[src/rtl/core/apc_pkg.sv]
// Shared types and constants for the apogee-triggered capture core.
// Used by apc_cal_div, apogee_triggered_capture_core and the testbench; no dependencies.

package apc_pkg;

    // Field widths of one request and one result
    localparam int ALT_W      = 18;
    localparam int IDX_W      = 9;
    localparam int BYTE_W     = 8;
    localparam int HEIGHT_W   = 16;
    localparam int POST_W     = 10;
    localparam int CFG_IDX_W  = 2;

    // Relative altitude is the difference of two altitudes
    localparam int REL_W      = ALT_W + 1;
    // Post-apogee counter reaches the post limit plus one
    localparam int POST_CNT_W = POST_W + 1;

    // Byte scaling saturates at this value
    localparam logic [BYTE_W-1:0] BYTE_MAX = 8'd254;

    // Register reset values
    localparam logic [HEIGHT_W-1:0] ARM_HEIGHT_RST  = 16'd64;
    localparam logic [HEIGHT_W-1:0] DROP_HEIGHT_RST = 16'd48;
    localparam logic [POST_W-1:0]   POST_LIMIT_RST  = 10'd300;
    localparam logic [HEIGHT_W-1:0] BYTE_OFFSET_RST = 16'd160;

    // Register indexes on the configuration port
    localparam logic [CFG_IDX_W-1:0] CFG_ARM_HEIGHT  = 2'd0;
    localparam logic [CFG_IDX_W-1:0] CFG_DROP_HEIGHT = 2'd1;
    localparam logic [CFG_IDX_W-1:0] CFG_POST_LIMIT  = 2'd2;
    localparam logic [CFG_IDX_W-1:0] CFG_BYTE_OFFSET = 2'd3;

    // Request kinds
    typedef enum logic [1:0] {
        KIND_ARM    = 2'd0,
        KIND_SAMPLE = 2'd1,
        KIND_READ   = 2'd2
    } t_kind;

    // Run phases
    typedef enum logic [1:0] {
        PH_IDLE = 2'd0,
        PH_CAL  = 2'd1,
        PH_REC  = 2'd2,
        PH_DONE = 2'd3
    } t_phase;

endpackage

[src/rtl/core/apogee_triggered_capture_core.sv]
// Apogee-triggered altitude capture: calibrates a ground level, tracks peak
// height, latches apogee and keeps a ring of scaled sample bytes for readout.
// Depends on apc_pkg and apc_cal_div.
//
// The core takes one request per clock unless result back-pressure fills the
// result stage, and returns exactly one result per request through the
// store's registered read port or the result stage, then the output register.
// All run state (calibration, peak, apogee, counters, ring pointers) updates
// in the cycle a request is accepted, and the store is written and read in
// that same cycle, so a read directly after a sample already sees its byte.
// The store needs no clearing after reset: the fill count bounds every read.
// Configuration writes are to be made while no request is outstanding.

module apogee_triggered_capture_core #(
    parameter int DEPTH       = 512,
    parameter int CAL_SAMPLES = 10
) (
    input  logic        i_clk,
    input  logic        i_rst_n,
    // Configuration write port
    input  logic        i_cfg_we,
    input  logic [apc_pkg::CFG_IDX_W-1:0] i_cfg_index,
    input  logic [apc_pkg::HEIGHT_W-1:0]  i_cfg_wdata,
    // Request stream
    input  logic        i_s_tvalid,
    output logic        o_s_tready,
    // tdata from bit 0: altitude[17:0], read_index[26:18], zero [31:27]
    input  logic [31:0] i_s_tdata,
    // tuser: kind[1:0]
    input  logic [1:0]  i_s_tuser,
    // Result stream
    output logic        o_m_tvalid,
    input  logic        i_m_tready,
    // tdata from bit 0: data_byte[7:0], data_valid[8], phase[10:9],
    // apogee_seen[11], zero [15:12]
    output logic [15:0] o_m_tdata
);

    localparam int AW    = $clog2(DEPTH);
    localparam int FW    = $clog2(DEPTH + 1);
    localparam int XW    = (AW + 2 > apc_pkg::IDX_W) ? AW + 2 : apc_pkg::IDX_W;
    localparam int SUM_W = apc_pkg::ALT_W + $clog2(CAL_SAMPLES);
    localparam int CW    = $clog2(CAL_SAMPLES + 1);
    localparam int WW    = apc_pkg::REL_W + 2;

    // Configuration registers
    logic [apc_pkg::HEIGHT_W-1:0] r_arm_height;
    logic [apc_pkg::HEIGHT_W-1:0] r_drop_height;
    logic [apc_pkg::POST_W-1:0]   r_post_limit;
    logic [apc_pkg::HEIGHT_W-1:0] r_byte_offset;

    // Run state
    apc_pkg::t_phase                   r_phase, n_phase;
    logic [CW-1:0]                     r_cal_count, n_cal_count;
    logic signed [SUM_W-1:0]           r_cal_sum, n_cal_sum;
    logic signed [apc_pkg::ALT_W-1:0]  r_ground, n_ground;
    logic signed [apc_pkg::REL_W-1:0]  r_peak, n_peak;
    logic                              r_apogee, n_apogee;
    logic [apc_pkg::POST_CNT_W-1:0]    r_post_count, n_post_count;
    logic [AW-1:0]                     r_wp, n_wp;
    logic [FW-1:0]                     r_fill, n_fill;

    // Sample store
    logic [apc_pkg::BYTE_W-1:0] r_mem [DEPTH];
    logic [apc_pkg::BYTE_W-1:0] r_rd_data;

    // Result stage after acceptance, and output register
    logic                       r_s1_valid;
    logic [apc_pkg::BYTE_W-1:0] r_s1_byte;
    logic                       r_s1_flag;
    logic                       r_s1_from_mem;
    apc_pkg::t_phase            r_s1_phase;
    logic                       r_s1_apogee;
    logic                       r_out_valid;
    logic [15:0]                r_out_data;

    // Request decode
    apc_pkg::t_kind                   w_kind;
    logic signed [apc_pkg::ALT_W-1:0] w_alt;
    logic [apc_pkg::IDX_W-1:0]        w_idx;
    logic                             w_accept;
    logic                             w_s1_adv;

    // Per-request datapath
    logic signed [SUM_W-1:0]           w_sum_next;
    logic signed [apc_pkg::ALT_W-1:0]  w_quot;
    logic signed [apc_pkg::REL_W-1:0]  w_rel;
    logic signed [WW-1:0]              w_rel_x;
    logic signed [WW-1:0]              w_peak_x;
    logic signed [WW-1:0]              w_byte_sum;
    logic [apc_pkg::BYTE_W-1:0]        w_byte;
    logic                              w_mem_we;
    logic                              w_mem_re;
    logic [XW-1:0]                     w_raw_addr;
    logic [XW-1:0]                     w_wrap_addr;
    logic [AW-1:0]                     w_raddr;
    logic                              w_hit;
    logic [apc_pkg::BYTE_W-1:0]        w_res_byte;
    logic                              w_res_flag;

    assign w_kind   = apc_pkg::t_kind'(i_s_tuser);
    assign w_alt    = i_s_tdata[apc_pkg::ALT_W-1:0];
    assign w_idx    = i_s_tdata[apc_pkg::ALT_W +: apc_pkg::IDX_W];
    assign w_s1_adv = !r_out_valid || i_m_tready;
    assign o_s_tready = !r_s1_valid || w_s1_adv;
    assign w_accept = i_s_tvalid && o_s_tready;

    // Ground level from the running calibration sum
    assign w_sum_next = r_cal_sum + SUM_W'(w_alt);

    apc_cal_div #(
        .CAL_SAMPLES (CAL_SAMPLES),
        .SUM_W       (SUM_W)
    ) u_cal_div (
        .i_sum  (w_sum_next),
        .o_quot (w_quot)
    );

    // Read address: oldest entry plus index, wrapped once around the ring
    always_comb begin
        w_hit       = XW'(w_idx) < XW'(r_fill);
        w_raw_addr  = XW'(r_wp) + XW'(DEPTH) - XW'(r_fill) + XW'(w_idx);
        w_wrap_addr = (w_raw_addr >= XW'(DEPTH)) ? w_raw_addr - XW'(DEPTH) : w_raw_addr;
        w_raddr     = w_wrap_addr[AW-1:0];
    end

    // Relative height and byte scaling
    always_comb begin
        w_rel      = apc_pkg::REL_W'(WW'(w_alt) - WW'(r_ground));
        w_rel_x    = WW'(w_rel);
        w_byte_sum = w_rel_x + WW'({1'b0, r_byte_offset});
        if (w_byte_sum < 0) begin
            w_byte = '0;
        end else if (w_byte_sum >= WW'(int'(apc_pkg::BYTE_MAX + 1) * 8)) begin
            w_byte = apc_pkg::BYTE_MAX;
        end else begin
            w_byte = w_byte_sum[3 +: apc_pkg::BYTE_W];
        end
    end

    // Next run state and result of the request being offered
    always_comb begin
        n_phase      = r_phase;
        n_cal_count  = r_cal_count;
        n_cal_sum    = r_cal_sum;
        n_ground     = r_ground;
        n_peak       = r_peak;
        n_apogee     = r_apogee;
        n_post_count = r_post_count;
        n_wp         = r_wp;
        n_fill       = r_fill;
        w_mem_we     = 1'b0;
        w_mem_re     = 1'b0;
        w_res_byte   = '0;
        w_res_flag   = 1'b0;
        w_peak_x     = WW'(r_peak);
        case (w_kind)
            apc_pkg::KIND_ARM: begin
                n_phase      = apc_pkg::PH_CAL;
                n_cal_count  = '0;
                n_cal_sum    = '0;
                n_ground     = '0;
                n_peak       = '0;
                n_apogee     = 1'b0;
                n_post_count = '0;
                n_wp         = '0;
                n_fill       = '0;
            end
            apc_pkg::KIND_SAMPLE: begin
                if (r_phase == apc_pkg::PH_CAL) begin
                    // Accumulate; the last sample fixes the ground level
                    n_cal_sum   = w_sum_next;
                    n_cal_count = r_cal_count + 1'b1;
                    if (r_cal_count == CW'(CAL_SAMPLES - 1)) begin
                        n_ground = w_quot;
                        n_phase  = apc_pkg::PH_REC;
                    end
                end else if (r_phase == apc_pkg::PH_REC) begin
                    // Track peak, latch apogee, store the byte
                    if (w_rel > r_peak) begin
                        n_peak = w_rel;
                    end
                    w_peak_x = WW'(n_peak);
                    if (w_peak_x > WW'($signed({1'b0, r_arm_height})) &&
                        w_rel_x < w_peak_x - WW'($signed({1'b0, r_drop_height}))) begin
                        n_apogee = 1'b1;
                    end
                    if (n_apogee) begin
                        n_post_count = r_post_count + 1'b1;
                    end
                    w_mem_we   = 1'b1;
                    w_res_byte = w_byte;
                    w_res_flag = 1'b1;
                    n_wp = (r_wp == AW'(DEPTH - 1)) ? '0 : r_wp + 1'b1;
                    if (r_fill != FW'(DEPTH)) begin
                        n_fill = r_fill + 1'b1;
                    end
                    if (n_post_count > apc_pkg::POST_CNT_W'(r_post_limit)) begin
                        n_phase = apc_pkg::PH_DONE;
                    end
                end
            end
            apc_pkg::KIND_READ: begin
                w_mem_re   = w_hit;
                w_res_flag = w_hit;
            end
            default: begin
            end
        endcase
    end

    // Configuration registers
    always_ff @(posedge i_clk) begin
        if (!i_rst_n) begin
            r_arm_height  <= apc_pkg::ARM_HEIGHT_RST;
            r_drop_height <= apc_pkg::DROP_HEIGHT_RST;
            r_post_limit  <= apc_pkg::POST_LIMIT_RST;
            r_byte_offset <= apc_pkg::BYTE_OFFSET_RST;
        end else if (i_cfg_we) begin
            case (i_cfg_index)
                apc_pkg::CFG_ARM_HEIGHT:  r_arm_height  <= i_cfg_wdata;
                apc_pkg::CFG_DROP_HEIGHT: r_drop_height <= i_cfg_wdata;
                apc_pkg::CFG_POST_LIMIT:  r_post_limit  <= i_cfg_wdata[apc_pkg::POST_W-1:0];
                apc_pkg::CFG_BYTE_OFFSET: r_byte_offset <= i_cfg_wdata;
                default: begin
                end
            endcase
        end
    end

    // Run state: advance on each accepted request
    always_ff @(posedge i_clk) begin
        if (!i_rst_n) begin
            r_phase      <= apc_pkg::PH_IDLE;
            r_cal_count  <= '0;
            r_cal_sum    <= '0;
            r_ground     <= '0;
            r_peak       <= '0;
            r_apogee     <= 1'b0;
            r_post_count <= '0;
            r_wp         <= '0;
            r_fill       <= '0;
        end else if (w_accept) begin
            r_phase      <= n_phase;
            r_cal_count  <= n_cal_count;
            r_cal_sum    <= n_cal_sum;
            r_ground     <= n_ground;
            r_peak       <= n_peak;
            r_apogee     <= n_apogee;
            r_post_count <= n_post_count;
            r_wp         <= n_wp;
            r_fill       <= n_fill;
        end
    end

    // Sample store: write at the write pointer, registered read
    always_ff @(posedge i_clk) begin
        if (w_accept && w_mem_we) begin
            r_mem[r_wp] <= w_byte;
        end
        if (w_accept && w_mem_re) begin
            r_rd_data <= r_mem[w_raddr];
        end
    end

    // Result stage: hold while the output register is blocked
    always_ff @(posedge i_clk) begin
        if (!i_rst_n) begin
            r_s1_valid <= 1'b0;
        end else if (o_s_tready) begin
            r_s1_valid <= i_s_tvalid;
        end
    end

    always_ff @(posedge i_clk) begin
        if (w_accept) begin
            r_s1_byte     <= w_res_byte;
            r_s1_flag     <= w_res_flag;
            r_s1_from_mem <= w_mem_re;
            r_s1_phase    <= n_phase;
            r_s1_apogee   <= n_apogee;
        end
    end

    // Output register
    always_ff @(posedge i_clk) begin
        if (!i_rst_n) begin
            r_out_valid <= 1'b0;
        end else if (w_s1_adv) begin
            r_out_valid <= r_s1_valid;
        end
    end

    always_ff @(posedge i_clk) begin
        if (w_s1_adv && r_s1_valid) begin
            r_out_data <= {4'b0000, r_s1_apogee, r_s1_phase, r_s1_flag,
                           r_s1_from_mem ? r_rd_data : r_s1_byte};
        end
    end

    assign o_m_tvalid = r_out_valid;
    assign o_m_tdata  = r_out_data;

endmodule

[src/rtl/core/apc_cal_div.sv]
// Ground level from the calibration sum: signed truncating division by a
// constant, done as a reciprocal multiply. Depends on apc_pkg.

module apc_cal_div #(
    parameter int CAL_SAMPLES = 10,
    parameter int SUM_W       = 22
) (
    input  logic signed [SUM_W-1:0]          i_sum,
    output logic signed [apc_pkg::ALT_W-1:0] o_quot
);

    // Shift and reciprocal chosen so that the floor is exact for any
    // magnitude below 2**SUM_W
    localparam int L_W   = $clog2(CAL_SAMPLES);
    localparam int SHIFT = SUM_W + L_W;
    localparam int REC_W = SUM_W + 1;
    localparam int PROD_W = SUM_W + REC_W;
    localparam int QUOT_W = PROD_W - SHIFT;
    localparam longint unsigned RECIP_L =
        ((64'd1 << SHIFT) + 64'(CAL_SAMPLES) - 64'd1) / 64'(CAL_SAMPLES);
    localparam logic [REC_W-1:0] RECIP = RECIP_L[REC_W-1:0];

    logic              w_neg;
    logic [SUM_W-1:0]  w_mag;
    logic [PROD_W-1:0] w_prod;
    logic [QUOT_W-1:0] w_quot_mag;
    logic [QUOT_W-1:0] w_quot;

    // Divide the magnitude, then restore the sign (truncates toward zero)
    always_comb begin
        w_neg      = i_sum[SUM_W-1];
        w_mag      = w_neg ? (~i_sum + 1'b1) : i_sum;
        w_prod     = PROD_W'(w_mag) * PROD_W'(RECIP);
        w_quot_mag = w_prod[PROD_W-1:SHIFT];
        w_quot     = w_neg ? (~w_quot_mag + 1'b1) : w_quot_mag;
        o_quot     = w_quot[apc_pkg::ALT_W-1:0];
    end

endmodule

[config.mk]
export PLATFORM = sky130hd
export DESIGN_NAME = apogee_triggered_capture_core
export DESIGN_NICKNAME = d
export VERILOG_FILES = /design/src/rtl/core/apc_pkg.sv /design/src/rtl/core/apogee_triggered_capture_core.sv /design/src/rtl/core/apc_cal_div.sv
export SDC_FILE = /design/constraint.sdc
export NUM_CORES = 2
export LEC_CHECK = 0
export BUFFER_PORTS_ARGS = -buffer_cell sky130_fd_sc_hd__buf_2
export CAP_MARGIN = 0
export CORE_UTILIZATION = 61
export CTS_CLUSTER_DIAMETER = 50
export DETAILED_ROUTE_END_ITERATION = 8
export GPL_ROUTABILITY_DRIVEN = 0
export MAX_ROUTING_LAYER = met4
export PLACE_DENSITY_LB_ADDON = 0.08
export SLEW_MARGIN = 40
export SYNTH_ARGS = -nofsm -noshare
export SYNTH_HDL_FRONTEND = slang
export SYNTH_SLANG_ARGS = --single-unit
export TNS_END_PERCENT = 1
[constraint.sdc]
create_clock -name i_clk -period 79.8 [get_ports i_clk]
set_clock_uncertainty 0.05 [all_clocks]
set_input_delay 15.96 -clock i_clk [delete_from_list [all_inputs] [get_ports i_clk]]
set_output_delay 15.96 -clock i_clk [all_outputs]
set_load 0.05 [all_outputs]
==> summary.txt <==
Synthesis
  • Count of cell types in the netlist: 80
  • Mapped Avg Cell Area: 19.98 sq um
  • Top post-synthesis cells by count: edfxtp_1, mux4_2, nor2_1
  • YS warnings: 0
  • Synth Register Bits: 4285
  • Syn Inst Count: 8971
  • Post-synthesis sequential area ratio: 0.7092
  • Post-synth EDFFs: 4129
  • Synth top area share: 0.6917
  • Count leader, synth: edfxtp_1
  • Mapped Area: 179200 sq um
  • Synth Flop Type: edfxtp_1
  • Yosys top cell by area: edfxtp_1
  • Dominant cells by area after synthesis: edfxtp_1, mux4_2, ha_1
  • Fraction of registers with async set/reset: 0

Place
  • Pre-CTS setup slack: 47.19 ns
  • I/O Buffers: 65
  • Inst Count DP: 12630
  • Final HPWL DP: 255.0 mm

Clock network
  • Clock Sinks: 4285
  • Clock root cell: clkbuf_16
  • CTS clk-pin slew, worst paths: 0.05 ns
  • Clk buf depth: 4
  • Clk_lat worst skew: 0.97 ns
  • Post-cts resize count: 0
  • Post-CTS Hold Buffers: 0
  • TritonCTS clock tree: built
  • TritonCTS buffer count: 447
  • Post-CTS setup buffers: 0
  • H-tree levels: 5

GRT
  • First-pass GRT wire length: 613.3 mm
  • Initial antenna violation count: 21
  • GRT met1 Usage: 0.4291
  • Most Crowded Layer GR: met2
  • Total grt overflow: 0
  • Pin count of the biggest net entering global routing: 210
  • Vias in the first global route: 88650
  • GR met2 Demand/Resource: 0.4544
  • Grt met3 use: 0.04411
  • Aggregate global-route resource usage: 0.2965

Worst hold path
  • Worst Hold Class: reg2reg
  • Hold depth: 0
  • Hold Startpoint: r_s1_phase[1]
  • Hold path endpoint: o_m_tdata[10]

Power and ir drop
  • Leak: 62.52 nW
  • PD cells: 37.08 nW/um^2
  • Max VDD drop: 153.3 uV

Setup path
  • Crit start category: input pin
  • R2R setup slack: 67.46 ns
  • Worst setup EP type: output port
  • Cell count of the worst reg-to-reg path: 56
  • Reg-to-reg startpoint: r_ground[0]
  • Reg-to-reg endpoint: r_s1_phase[0]
  • Critical Path AT: 16.63 ns
  • Crit path max fanout: 4
  • CP Class: in2out
  • CP required: 63.79 ns

Timing
  • Final setup vio count: 0
  • Hold Fails Final Rpt: 0
  • Min Tclk post-route: 32.64 ns
  • Max Clk Rate: 30.64 MHz
  • Final worst setup slack: 47.16 ns
  • Setup TNS: 0 ns
  • Slew HR: 0.3784
  • Crit share post-route: 0.4090
  • Fin. max-slew vios: 0
  • RSZ-0062 raised after global routing: false
  • Worst-Margin Slew: 0.9325 ns

Outcome
  • Status: completed

Die
  • Initial Utilization: 0.6147
  • Row Count: 198
  • Die width: 544.1 um
  • Die area: 296000 sq um
  • Core Area: 291600 sq um
  • Die Height: 544.1 um
  • Number of placed I/O pins: 75

Finish
  • Share of cells above drive strength 1: 0.2518
  • Fill count: 18190
  • Area of the multi-input gates: 49420 sq um
  • Fin util: 0.6856
  • Layout net count: 9745
  • Synthesis-to-layout area growth: 11.53%
  • Final non-filler cell total: 13480
  • Register Area: 127100 sq um

Routing
  • DR vias/cell: 6.559
  • DR iter-0 viols: 9860
  • DR WL/cell: 31.06 um
  • Remaining antenna violation count after routing: 0
  • DR vias: 88420
  • Residual DRC: 0
  • DR pass1 iterations: 5
  • Post-Route WL: 418.7 mm

Job
  • Max Cap Viol: 0
## final cells by class
cell class | instances | share of cell area
multi-input combinational | 3849 | 0.2472
tap | 3900 | 0.02441
sequential | 4285 | 0.6359
timing repair buffer | 219 | 0.01155
clock inverter | 283 | 0.01451
antenna | 12 | 0.0001502
inverter | 387 | 0.007267
clock buffer | 546 | 0.05899
## power by group
| group | internal [W] | switching (W) | leakage, nW | total [W] |
|---|---|---|---|---|
| Clock | 0.00120 | 0.000867 | 7.14 | 0.00207 |
| Combinational | 0.00112 | 0.00174 | 18.4 | 0.00286 |
| Sequential | 0.00249 | 0.00000158 | 37.0 | 0.00249 |
## worst max-delay path, stage by stage
cell	delay, ns
buf_2	0.10
nor2b_1	0.23
nand2_1	0.12
buf_2	0.22
## cell families after synthesis
logic type,Yosys count,share of synthesized area
DFF,4285,0.7092
muxes,1387,0.1725
and+or+nand+nor,1236,0.03001
buffers and inverters,840,0.01851
AOI/OAI and AO/OA,579,0.02142
adders and majority gates,499,0.04132
xor gates and xnor gates,144,0.007036
other,1,0.00002092
## per-stage QoR
step | hold slack, ns | total power (W) | cell area [sq um]
global placement | 0.3582 | 0.005307 | 184100
CTS | 0.3062 | 0.007418 | 199300
floorplan | 0.3503 | 0.004669 | 179300
global route | 0.3226 | 0.007842 | 199900
detailed placement | 0.3775 | 0.005354 | 184600
finish | 0.3037 | 0.007413 | 199900
## worst max-delay path by stage
| stage | start | endpoint | slack (ns) | cells past startpoint |
|---|---|---|---|---|
| floorplan | i_s_tdata[0] | r_mem[0][0] | 35.40 | 21 |
| global placement | i_m_tready | o_s_tready | 47.22 | 4 |
| detailed placement | i_m_tready | o_s_tready | 47.19 | 4 |
| CTS | i_m_tready | o_s_tready | 47.18 | 4 |
| global route | i_m_tready | o_s_tready | 47.13 | 4 |
| finish | i_m_tready | o_s_tready | 47.16 | 4 |
## cell usage in the layout, fill, tap and decap left out, types with 45 or more instances in the layout
cell,count
edfxtp_1,4129
mux4_2,1360
nor2_1,540
clkbuf_16,456
inv_1,386
ha_1,343
nand2_1,285
dfxtp_1,156
fa_1,154
a21oi_1,129
o21ai_0,107
clkinv_1,95
xnor2_1,89
clkbuf_1,85
nor2_2,82
clkinv_2,74
buf_4,65
a21boi_0,64
buf_2,64
nor2b_1,58
a21o_1,55
nand3_1,46
xor2_1,46
bufinv_16,45
buf_6,45
## state kept, by name, indices dropped and copies added (netlist names), 4 cells and up
signal and count:
r_fill 10, r_s1_byte 8, r_cal_sum 22, r_drop_height 16, r_rd_data 8, r_byte_offset 16, r_peak 19, r_mem 4096
r_wp 9, r_post_count 11, r_arm_height 16, o_m_tdata 12, r_ground 18, r_cal_count 4, r_post_limit 10
## routing by layer
layer  part of all wire  up-vias
met2               0.49     4050
met1               0.40    46920
met4              0.025        0
li1                   -    36860
met3              0.087      595
met5                  0        -
(Power assumes the default switching activity.)
